[config.mk]
export PLATFORM = sky130hd
export DESIGN_NAME = escaped_frame_receiver_unit
export DESIGN_NICKNAME = d
export VERILOG_FILES = /design/src/rtl/efr_pkg.sv /design/src/rtl/efr_ram.sv /design/src/rtl/efr_datapath.sv /design/src/rtl/efr_ctrl.sv /design/src/rtl/escaped_frame_receiver_unit.sv
export VERILOG_INCLUDE_DIRS = /design/src /design/src/rtl
export SDC_FILE = /design/constraint.sdc
export NUM_CORES = 1
export LEC_CHECK = 0
export ABC_AREA = 1
export BUFFER_PORTS_ARGS = -buffer_cell sky130_fd_sc_hd__buf_2
export CAP_MARGIN = 10
export CORE_MARGIN = 3
export CORE_UTILIZATION = 35
export DETAILED_ROUTE_END_ITERATION = 12
export SLEW_MARGIN = 30
export SYNTH_ARGS = -nofsm -noshare
export SYNTH_HDL_FRONTEND = slang
export SYNTH_HIERARCHICAL = 1
export SYNTH_SLANG_ARGS = --single-unit
export TNS_END_PERCENT = 30
[constraint.sdc]
create_clock -name aclk -period 2.85 [get_ports aclk]
set_input_delay 0.1425 -clock aclk [delete_from_list [all_inputs] [get_ports aclk]]
set_output_delay 0.1425 -clock aclk [all_outputs]
set_load 0.005 [all_outputs]
[src/rtl/escaped_frame_receiver_unit_defines.svh]
// Assertion macros for the escaped frame receiver unit.
// Included by the modules that carry concurrent checks; no other dependencies.
`ifndef ESCAPED_FRAME_RECEIVER_UNIT_DEFINES_SVH
`define ESCAPED_FRAME_RECEIVER_UNIT_DEFINES_SVH

// Same-cycle implication, checked on the rising clock edge outside reset.
`ifndef SYNTHESIS
`define EFR_ASSERT_NOW(lbl, clk, rstn, ante, cons) \
    lbl: assert property (@(posedge clk) disable iff (!(rstn)) (ante) |-> (cons)) \
        else $error("efr check failed");
`else
`define EFR_ASSERT_NOW(lbl, clk, rstn, ante, cons)
`endif

// Next-cycle implication, checked on the rising clock edge outside reset.
`ifndef SYNTHESIS
`define EFR_ASSERT_NEXT(lbl, clk, rstn, ante, cons) \
    lbl: assert property (@(posedge clk) disable iff (!(rstn)) (ante) |=> (cons)) \
        else $error("efr check failed");
`else
`define EFR_ASSERT_NEXT(lbl, clk, rstn, ante, cons)
`endif

`endif

[src/rtl/efr_pkg.sv]
// Shared types and constants for the escaped frame receiver.
// Used by the controller, the datapath and the top level; no dependencies.
`default_nettype none

package efr_pkg;

    localparam int BYTE_W     = 8;
    localparam int LEN_W      = 6;
    localparam int M_TDATA_W  = 16;
    localparam int PAD_W      = M_TDATA_W - LEN_W - BYTE_W;
    localparam int CFG_ADDR_W = 2;

    // register indexes
    localparam logic [CFG_ADDR_W-1:0] CFG_START  = 2'd0;
    localparam logic [CFG_ADDR_W-1:0] CFG_STOP   = 2'd1;
    localparam logic [CFG_ADDR_W-1:0] CFG_ESCAPE = 2'd2;

    // marker values after reset
    localparam logic [BYTE_W-1:0] START_RESET  = 8'd18;
    localparam logic [BYTE_W-1:0] STOP_RESET   = 8'd19;
    localparam logic [BYTE_W-1:0] ESCAPE_RESET = 8'd125;

    // controller to datapath
    typedef struct packed {
        logic clear_fill;
        logic store;
        logic clear_idx;
        logic inc_idx;
        logic rd_en;
    } cmd_t;

    // datapath to controller
    typedef struct packed {
        logic is_start;
        logic is_stop;
        logic is_escape;
        logic full;
        logic len_zero;
        logic at_last;
    } sts_t;

endpackage

`default_nettype wire

[src/rtl/efr_ram.sv]
// Generic single-port-write, single-port-read RAM with registered read data.
// Stand-alone; no package dependencies.
`default_nettype none

module efr_ram #(
    parameter int WIDTH = 8,
    parameter int DEPTH = 32,
    localparam int AW   = (DEPTH > 1) ? $clog2(DEPTH) : 1
) (
    input  wire logic             aclk,
    input  wire logic             we,
    input  wire logic [AW-1:0]    waddr,
    input  wire logic [WIDTH-1:0] wdata,
    input  wire logic             re,
    input  wire logic [AW-1:0]    raddr,
    output logic      [WIDTH-1:0] rdata
);

    logic [WIDTH-1:0] mem_reg [DEPTH];
    logic [WIDTH-1:0] rdata_reg;

    always_ff @(posedge aclk) begin
        if (we) begin
            mem_reg[waddr] <= wdata;
        end
        if (re) begin
            rdata_reg <= mem_reg[raddr];
        end
    end

    assign rdata = rdata_reg;

endmodule

`default_nettype wire

[src/rtl/efr_datapath.sv]
// Datapath: marker registers and compares, frame store, fill count and read index.
// Depends on efr_pkg and efr_ram.
`default_nettype none

module efr_datapath #(
    parameter int FRAME_BYTES = 32
) (
    input  wire logic                               aclk,
    input  wire logic                               aresetn,
    input  wire logic                               cfg_we,
    input  wire logic [efr_pkg::CFG_ADDR_W-1:0]     cfg_addr,
    input  wire logic [efr_pkg::BYTE_W-1:0]         cfg_wdata,
    input  wire logic [efr_pkg::BYTE_W-1:0]         rx_byte,
    input  wire efr_pkg::cmd_t                      cmd,
    output efr_pkg::sts_t                           sts,
    output logic      [efr_pkg::M_TDATA_W-1:0]      m_tdata,
    output logic                                    m_tlast
);

    localparam int CW = $clog2(FRAME_BYTES + 1);
    localparam int AW = (FRAME_BYTES > 1) ? $clog2(FRAME_BYTES) : 1;

    logic [efr_pkg::BYTE_W-1:0] start_reg,  start_next;
    logic [efr_pkg::BYTE_W-1:0] stop_reg,   stop_next;
    logic [efr_pkg::BYTE_W-1:0] escape_reg, escape_next;
    logic [CW-1:0]              fill_reg,   fill_next;
    logic [CW-1:0]              idx_reg,    idx_next;
    logic [efr_pkg::BYTE_W-1:0] rdata;
    logic [efr_pkg::BYTE_W-1:0] payload;

    always_comb begin
        start_next  = start_reg;
        stop_next   = stop_reg;
        escape_next = escape_reg;
        if (cfg_we) begin
            unique case (cfg_addr)
                efr_pkg::CFG_START:  start_next  = cfg_wdata;
                efr_pkg::CFG_STOP:   stop_next   = cfg_wdata;
                efr_pkg::CFG_ESCAPE: escape_next = cfg_wdata;
                default: ;
            endcase
        end
    end

    always_comb begin
        fill_next = fill_reg;
        if (cmd.clear_fill) begin
            fill_next = '0;
        end else if (cmd.store) begin
            fill_next = fill_reg + CW'(1);
        end
        idx_next = idx_reg;
        if (cmd.clear_idx) begin
            idx_next = '0;
        end else if (cmd.inc_idx) begin
            idx_next = idx_reg + CW'(1);
        end
    end

    always_ff @(posedge aclk) begin
        if (!aresetn) begin
            start_reg  <= efr_pkg::START_RESET;
            stop_reg   <= efr_pkg::STOP_RESET;
            escape_reg <= efr_pkg::ESCAPE_RESET;
            fill_reg   <= '0;
            idx_reg    <= '0;
        end else begin
            start_reg  <= start_next;
            stop_reg   <= stop_next;
            escape_reg <= escape_next;
            fill_reg   <= fill_next;
            idx_reg    <= idx_next;
        end
    end

    efr_ram #(
        .WIDTH (efr_pkg::BYTE_W),
        .DEPTH (FRAME_BYTES)
    ) u_store (
        .aclk  (aclk),
        .we    (cmd.store),
        .waddr (fill_reg[AW-1:0]),
        .wdata (rx_byte),
        .re    (cmd.rd_en),
        .raddr (idx_reg[AW-1:0]),
        .rdata (rdata)
    );

    assign sts.is_start  = (rx_byte == start_reg);
    assign sts.is_stop   = (rx_byte == stop_reg);
    assign sts.is_escape = (rx_byte == escape_reg);
    assign sts.full      = (fill_reg == CW'(FRAME_BYTES));
    assign sts.len_zero  = (fill_reg == '0);
    assign sts.at_last   = (idx_reg == fill_reg - CW'(1));

    // an empty frame reports a zero byte
    assign payload = sts.len_zero ? '0 : rdata;
    assign m_tdata = {{efr_pkg::PAD_W{1'b0}}, efr_pkg::LEN_W'(fill_reg), payload};
    assign m_tlast = sts.len_zero | sts.at_last;

endmodule

`default_nettype wire

[src/rtl/efr_ctrl.sv]
// Controller: receive modes (idle, reading, escape, error) and the drain sequencer.
// Depends on efr_pkg and the assertion macro header.
`default_nettype none
`include "escaped_frame_receiver_unit_defines.svh"

module efr_ctrl (
    input  wire logic          aclk,
    input  wire logic          aresetn,
    input  wire logic          s_tvalid,
    output logic               s_tready,
    output logic               m_tvalid,
    input  wire logic          m_tready,
    input  wire efr_pkg::sts_t sts,
    output efr_pkg::cmd_t      cmd
);

    localparam logic [2:0] ST_IDLE    = 3'd0;
    localparam logic [2:0] ST_READING = 3'd1;
    localparam logic [2:0] ST_ESCAPE  = 3'd2;
    localparam logic [2:0] ST_ERROR   = 3'd3;
    localparam logic [2:0] ST_RD      = 3'd4;
    localparam logic [2:0] ST_OUT     = 3'd5;

    logic [2:0] state_reg, state_next;
    logic       s_fire;
    logic       m_fire;

    assign s_tready = (state_reg == ST_IDLE) || (state_reg == ST_READING) ||
                      (state_reg == ST_ESCAPE) || (state_reg == ST_ERROR);
    assign m_tvalid = (state_reg == ST_OUT);
    assign s_fire   = s_tvalid & s_tready;
    assign m_fire   = m_tvalid & m_tready;

    always_comb begin
        state_next = state_reg;
        cmd        = '0;
        unique case (state_reg)
            ST_IDLE: begin
                if (s_fire && sts.is_start) begin
                    state_next     = ST_READING;
                    cmd.clear_fill = 1'b1;
                end
            end
            ST_READING, ST_ESCAPE: begin
                if (s_fire) begin
                    priority if (state_reg == ST_READING && sts.is_stop) begin
                        cmd.clear_idx = 1'b1;
                        state_next    = sts.len_zero ? ST_OUT : ST_RD;
                    end else if (state_reg == ST_READING && sts.is_escape) begin
                        state_next = ST_ESCAPE;
                    end else if (sts.full) begin
                        state_next = ST_ERROR;
                    end else begin
                        cmd.store  = 1'b1;
                        state_next = ST_READING;
                    end
                end
            end
            ST_ERROR: begin
                // discard one beat whatever it holds
                if (s_fire) begin
                    cmd.clear_fill = 1'b1;
                    state_next     = ST_IDLE;
                end
            end
            ST_RD: begin
                cmd.rd_en  = 1'b1;
                state_next = ST_OUT;
            end
            ST_OUT: begin
                if (m_fire) begin
                    if (sts.len_zero || sts.at_last) begin
                        state_next = ST_IDLE;
                    end else begin
                        cmd.inc_idx = 1'b1;
                        state_next  = ST_RD;
                    end
                end
            end
            default: state_next = ST_IDLE;
        endcase
    end

    always_ff @(posedge aclk) begin
        if (!aresetn) begin
            state_reg <= ST_IDLE;
        end else begin
            state_reg <= state_next;
        end
    end

    `EFR_ASSERT_NOW(a_no_rx_while_tx, aclk, aresetn, m_tvalid, !s_tready)
    `EFR_ASSERT_NEXT(a_error_to_idle, aclk, aresetn, (state_reg == ST_ERROR) && s_fire, state_reg == ST_IDLE)
    `EFR_ASSERT_NEXT(a_stop_drains, aclk, aresetn, (state_reg == ST_READING) && s_fire && sts.is_stop, (state_reg == ST_RD) || (state_reg == ST_OUT))
    `EFR_ASSERT_NEXT(a_last_to_idle, aclk, aresetn, m_fire && (sts.len_zero || sts.at_last), state_reg == ST_IDLE)

endmodule

`default_nettype wire

[src/rtl/escaped_frame_receiver_unit.sv]
// Byte-stuffed frame receiver: one rx beat per cycle while receiving; a closed
// frame of n bytes is drained as n beats (one beat for an empty frame).
// After the stop beat the frame store is read in ST_RD (registered read data) before ST_OUT
// offers the first result beat (an empty frame goes straight to ST_OUT); each further
// byte passes through ST_RD and ST_OUT again. Input is held off while draining.
// Synchronous active-low reset: markers 18/19/125, idle, fill 0.
`default_nettype none

module escaped_frame_receiver_unit #(
    parameter int FRAME_BYTES = 32
) (
    input  wire logic                               aclk,
    input  wire logic                               aresetn,
    input  wire logic                               cfg_we,
    input  wire logic [efr_pkg::CFG_ADDR_W-1:0]     cfg_addr,
    input  wire logic [efr_pkg::BYTE_W-1:0]         cfg_wdata,
    input  wire logic                               s_tvalid,
    output logic                                    s_tready,
    input  wire logic [efr_pkg::BYTE_W-1:0]         s_tdata,   // [7:0] rx_byte
    output logic                                    m_tvalid,
    input  wire logic                               m_tready,
    output logic      [efr_pkg::M_TDATA_W-1:0]      m_tdata,   // [7:0] payload_byte,
                                                               // [13:8] frame_length
    output logic                                    m_tlast
);

    efr_pkg::cmd_t cmd;
    efr_pkg::sts_t sts;

    efr_ctrl u_ctrl (
        .aclk     (aclk),
        .aresetn  (aresetn),
        .s_tvalid (s_tvalid),
        .s_tready (s_tready),
        .m_tvalid (m_tvalid),
        .m_tready (m_tready),
        .sts      (sts),
        .cmd      (cmd)
    );

    efr_datapath #(
        .FRAME_BYTES (FRAME_BYTES)
    ) u_datapath (
        .aclk      (aclk),
        .aresetn   (aresetn),
        .cfg_we    (cfg_we),
        .cfg_addr  (cfg_addr),
        .cfg_wdata (cfg_wdata),
        .rx_byte   (s_tdata),
        .cmd       (cmd),
        .sts       (sts),
        .m_tdata   (m_tdata),
        .m_tlast   (m_tlast)
    );

endmodule

`default_nettype wire

==> results of run 1 <==
[repair_timing]
item	in CTS	in global routing
hold buffers	11	0
endpoints found under the setup margin	0	34
gates resized for setup	0	2
endpoints found under the hold margin	28	0
[where the power goes]
group          internal [mW]  switching [mW]  leakage, nW
registers               4.84          0.0174         2.69
clock network           2.47            1.69        0.529
logic                 0.0990           0.212         2.60
total                   7.41            1.92         5.82
[critical path: stages (launching register included)]
cell     delay [ns]
dfxtp_1        0.47
inv_1          0.14
ha_1           0.19
nand2_1        0.12
nor3_1         0.11
nor4_4         0.41
nand3_1        0.18
buf_4          0.21
nor2_1         0.13
buf_4          0.19
[final cells by class]
| class | instances | area [sq um] | share of cell area, % |
|---|---|---|---|
| sequential | 303 | 8713 | 57.19 |
| tap | 504 | 630.6 | 4.139 |
| clock inverter | 19 | 112.6 | 0.7390 |
| timing repair buffer | 111 | 775.7 | 5.091 |
| inverter | 53 | 200.2 | 1.314 |
| multi-input combinational | 848 | 3846 | 25.24 |
| clock buffer | 43 | 958.4 | 6.290 |
[metal layers]
metal  global-route usage [%]  vias to the layer above  wire [microns]
met5                        0                        -               0
met4                    5.764                        0             933
met3                    2.132                       59            1905
met2                    28.45                      296           16140
met1                    22.71                     4401           14300
li1                         -                     4463               -
[synth_stat cells]
cell / instances
xnor2_1: 24
buf_2: 17
nor4_1: 1
nor3b_2: 4
inv_1: 43
nor3_1: 8
nand3_2: 4
mux2i_1: 1
buf_6: 24
clkbuf_1: 9
inv_2: 10
nor2_4: 2
o21ai_2: 1
nand2_2: 2
nor2_1: 84
nand2_1: 440
nand3_1: 227
nand3b_1: 1
o21ai_0: 16
nand4_1: 7
o21ai_1: 1
edfxtp_1: 264
buf_1: 2
a21oi_1: 8
dfxtp_1: 39
conb_1: 1
ha_1: 4
nor2_2: 3
buf_4: 6
nor3_4: 1
or2_1: 1
o22ai_1: 2
nor3_2: 2
a21oi_2: 2
[metrics by stage]
stage | hold WS [ns] | power [mW] | instances | setup WS, ns | instance area [sq um]
floorplan | 0.2414 | 5.083 | 1262 | 0.07855 | 13180
global placement | 0.3792 | 5.250 | 1808 | 0.3421 | 14040
detailed placement | 0.3837 | 5.255 | 1808 | 0.2603 | 14040
CTS | 0.007976 | 9.425 | 1881 | 0.2376 | 15230
global route | 0.0005664 | 9.637 | 1881 | 0.01122 | 15240
finish | 0.01650 | 9.324 | 1881 | 0.3886 | 15240
[final timing paths]
check	from	to	slack (ns)	depth (start not counted)
max	u_datapath/fill_reg[1]$_SDFFE_PP0P_	u_datapath/u_store/mem_reg[18][7]$_DFFE_PP_	0.39	9
min	s_tdata[7]	u_datapath/u_store/mem_reg[13][7]$_DFFE_PP_	0.02	1
max reg2reg	u_datapath/fill_reg[1]$_SDFFE_PP0P_	u_datapath/u_store/mem_reg[18][7]$_DFFE_PP_	0.39	9
min reg2reg	u_datapath/stop_reg[4]$_SDFFE_PN1P_	u_datapath/stop_reg[4]$_SDFFE_PN1P_	0.50	2
[logic make-up (layout without fill, tap and decap cells)]
logic type                 count (synthesis)  count (layout)
and+or+nand+nor                          787             787
adders and majority gates                  4               4
buffers and inverters                    111             226
muxes                                      1               1
AOI/OAI and AO/OA                         30              30
xor gates and xnor gates                  24              24
DFF                                      303             303
other                                      1               2
==> results.json, run 1 <==
{
  "fin_skew_ns": 0.02216,
  "numCtsBuffers": 34,
  "worstSetupPathType": "flip-flop to flip-flop",
  "finalSetupTns_ns": 0,
  "fin_nets": 1378,
  "clock_sinks": 303,
  "worstPathArrival_ns": 2.67,
  "clkTransAtPathRegs_ns": 0.06,
  "grt-ovfl-total": 0,
  "synth_cells": 1261,
  "antenna_found_initial": 0,
  "endpoint_kind": "flip-flop",
  "wl_per_cell_microns": 17.69,
  "synth_compound_area_share_pct": 1.244,
  "die_area_sq_um": 40000,
  "first_pass_iters": 5,
  "grt_pass1_vias": 9088,
  "htreeDepth": 2,
  "drive_gt1_share_pct": 13.36,
  "n_antenna_cell": 0,
  "start_kind": "flip-flop",
  "viasPerCell": 4.901,
  "gp_congestion": 0.8145,
  "synthSimpleGateAreaFrac_pct": 25.71,
  "ioPinCount": 42,
  "io_buffers": 39,
  "core-area_sq_um": 36870,
  "final_common_cell": "nand2_1",
  "synth.avg_cell_area_sq_um": 10.45,
  "power_per_cell_area_nw_per_um2": 611.9,
  "yosys-top-cells-area": "edfxtp_1, nand2_1, nand3_1",
  "grt_max_degree": 129,
  "dieHeight_microns": 200.0,
  "maxSlewViolCount": 0,
  "largest_reg_flops": 256,
  "cts_setup_buffers": 0,
  "ant_nets": 0,
  "finalCritPeriodShare_pct": 86.37,
  "grtUsageTotal_pct": 16.87,
  "drtIter0Drc": 772,
  "ys_types": 34,
  "ys_seq_area_share_pct": 66.10,
  "synth-seq-cells": 303,
  "cts_max_path_buffers": 3,
  "outcome": "finished clean",
  "vias": 9219,
  "synth_top_family_by_area": "simple AND/OR/NAND/NOR gates",
  "synthDominantCellAreaShare_pct": 60.18,
  "cellLeakagePower_nw": 5.817,
  "start_util_pct": 35.73,
  "fmax_ghz": 0.4063,
  "synthAdderAreaFrac_pct": 0.3799,
  "nFillCells": 3562,
  "yosysTopAreaCell": "edfxtp_1",
  "finalSetupViolCount": 0,
  "required_ns": 3.06,
  "synth_xor_area_share_pct": 1.596,
  "final_hold_viol_count": 0,
  "ir_worst_vdd_v": 0.0004379,
  "clock_latency_ns": 0.51,
  "syn_area_sq_um": 13170,
  "finish.utilization_pct": 41.32,
  "std_cell_rows": 70,
  "drc": 0,
  "hp-class": "primary input to flip-flop",
  "drv_cap": 0,
  "wl_microns": 33280,
  "muxShareOfSynthArea_pct": 0.07598,
  "fin_crit_ns": 2.461,
  "area_growth_pct": 15.66,
  "rsz0062_at_grt": "no",
  "die_w_microns": 200.0,
  "maxSlewHeadroom_pct": 56.98,
  "tightestPinTransition_ns": 0.6444,
  "grt_pass1_wl_microns": 51600,
  "cts_root_buf": "clkbuf_16",
  "ys_warn_count": 6,
  "dpl.hpwl_microns": 20940,
  "cts_tree": "built",
  "layout_common_cells": "nand2_1, edfxtp_1, nand3_1",
  "cp_max_fo": 8
}
(Power assumes the default switching activity.)
==> run 2: changes to the inputs <==
- BUFFER_PORTS_ARGS: -buffer_cell sky130_fd_sc_hd__buf_2 -> -buffer_cell sky130_fd_sc_hd__buf_4
==> run 2 against run 1 <==
Worst hold slack better by 0.087 ns. Global-route usage is 0.65 points lower. Fmax is 9.0% lower. First-iteration DRC count is 19% higher. Die area stayed put. Via count is 1.7% lower. Non-clock buffer count is 28 lower. Count of clock-buffer cells in the layout is 3 lower. Register-to-register slack worse by 0.24 ns. Clock power is 3% higher. Critical path type unchanged.
==> results.json, run 2 (synthesis gave the netlist of run 1 again) <==
{
  "largest_reg_flops": 256,
  "reg2reg_to": "u_datapath/u_store/mem_reg[2][1]$_DFFE_PP_",
  "cts_root_buf": "clkbuf_16",
  "maxSlewViolCount": 0,
  "fin_ws_ns": 0.1455,
  "slowest_delay_ns": 0.52,
  "core-area_sq_um": 36870,
  "dieHeight_microns": 200.0,
  "htreeDepth": 1,
  "fin_skew_ns": 0.03073,
  "drtIter0Drc": 915,
  "cellLeakagePower_nw": 5.655,
  "fmax_ghz": 0.3698,
  "r2r_cells": 9,
  "start_util_pct": 35.73,
  "wl_per_cell_microns": 17.73,
  "wl_microns": 32770,
  "n_antenna_cell": 0,
  "clock_latency_ns": 0.57,
  "outcome": "finished clean",
  "std_cell_rows": 70,
  "finalSetupViolCount": 0,
  "die_w_microns": 200.0,
  "grtUsageTotal_pct": 16.22,
  "antenna_found_initial": 0,
  "cp_cell_sequence": "inv_1, ha_1, nand2_1, nor3_1, nor4_2, buf_4, nand3_1, buf_4, nor2_1",
  "final_hold_viol_count": 0,
  "rsz0062_at_grt": "yes",
  "final_common_cell": "nand2_1",
  "cts_max_path_buffers": 3,
  "start_kind": "flip-flop",
  "cts_setup_buffers": 0,
  "required_ns": 3.03,
  "critPathLaunch": "u_datapath/fill_reg[1]$_SDFFE_PP0P_",
  "clkTransAtPathRegs_ns": 0.06,
  "ioPinCount": 42,
  "cts_tree": "built",
  "critPathMostFrequentCell": "buf_4",
  "grt_max_degree": 129,
  "fin_crit_ns": 2.705,
  "viasPerCell": 4.904,
  "io_buffers": 39,
  "grt_pass1_wl_microns": 49420,
  "design_area_sq_um": 15230,
  "hp-class": "primary input to flip-flop",
  "clock_sinks": 303,
  "vias": 9062,
  "place_ws_ns": 0.1557,
  "first_pass_iters": 5,
  "dpl.hpwl_microns": 20670,
  "cp_slowest_cell": "nor2_1",
  "fin_nets": 1347,
  "drc": 0,
  "placed_cell_area_sq_um": 13890,
  "regToRegSetupSlack_ns": 0.15,
  "worstReg2RegStart": "u_datapath/fill_reg[1]$_SDFFE_PP0P_",
  "ant_nets": 0,
  "layout_common_cells": "nand2_1, edfxtp_1, nand3_1",
  "finalCritPeriodShare_pct": 94.90,
  "ir_worst_vdd_v": 0.0004659,
  "numCtsBuffers": 31,
  "finish.utilization_pct": 41.29,
  "power_per_cell_area_nw_per_um2": 621.4,
  "grt_pass1_vias": 8664,
  "area_growth_pct": 15.58,
  "worstPathArrival_ns": 2.88,
  "gp_congestion": 0.8190,
  "grt-ovfl-total": 0,
  "worstSetupPathType": "flip-flop to flip-flop",
  "endpoint_kind": "flip-flop",
  "die_area_sq_um": 40000,
  "crit_end": "u_datapath/u_store/mem_reg[2][1]$_DFFE_PP_",
  "maxSlewHeadroom_pct": 56.92,
  "drv_cap": 0,
  "drive_gt1_share_pct": 13.02,
  "tightestPinTransition_ns": 0.6462,
  "cp_max_fo": 11
}
[run 2: cell count changes in the layout (fill, tap and decap cells not counted), sizes merged]
cell	delta
bufinv	+5
dlygate4sd3	+7
clkinv	-11
buf	-35
clkbuf	-3
clkinvlp	+4
[run 2: worst min-delay path by stage]
| stage | to | startpoint | cells past startpoint |
|---|---|---|---|
| finish | u_datapath/escape_reg[0]$_SDFFE_PN1P_ | cfg_addr[1] | 4 |
| global route | u_datapath/escape_reg[0]$_SDFFE_PN1P_ | cfg_addr[1] | 4 |
| CTS | u_datapath/start_reg[1]$_SDFFE_PN1P_ | cfg_addr[0] | 5 |
| detailed placement | u_datapath/escape_reg[5]$_SDFFE_PN1P_ | cfg_wdata[5] | 3 |
| global placement | u_datapath/escape_reg[6]$_SDFFE_PN1P_ | cfg_wdata[6] | 3 |
| floorplan | u_datapath/u_store/mem_reg[0][0]$_DFFE_PP_ | s_tdata[0] | 0 |
[run 2: worst max-delay path: cells and delay by family (launching register included)]
kind / cells / cell delay (ns)
AND/OR/NAND/NOR: 5 / 1.08
buffers and inverters: 3 / 0.56
flip-flops: 1 / 0.47
adder cells (fa/ha/maj): 1 / 0.20
[run 2: metal layers]
layer	share of wire, %	GRT usage [%]	wire length (microns)
met5	0	0	0
met4	2.8	5.428	913
met3	7.0	2.618	2284
met2	48	26.84	15750
met1	42	21.96	13820
[run 2: area by class of cell]
class                           count  area, sq um
Sequential cell                   303         8713
Fill cell                        3516        21650
Tap cell                          504        630.6
Timing Repair Buffer               83        693.2
Inverter                           53        200.2
Clock inverter                     17        249.0
Multi-Input combinational cell    848         3900
Clock buffer                       40        839.6
[run 2: timing repair]
| action | in CTS | in global routing |
|---|---|---|
| hold endpoints to repair | 39 | 0 |
| resized for setup | 0 | 26 |
| endpoints found under the setup margin | 0 | 257 |
| hold buffers | 18 | 0 |
[run 2: power by group]
group	internal, mW	total [mW]	switching [mW]
logic	0.115	0.331	0.216
registers	4.84	4.86	0.0164
clock network	2.62	4.28	1.66
total	7.57	9.46	1.89
[run 2: stage by stage]
step           TNS (ns)  cells  hold WS [ns]  total power [mW]
2_1_floorplan         0   1262        0.2414             5.083
3_3_place_gp          0   1773        0.3686             5.265
3_5_place_dp          0   1773        0.3750             5.267
4_1_cts               0   1848       0.07959             9.547
5_1_grt          -3.893   1848        0.1247             9.745
6_report              0   1848        0.1040             9.462
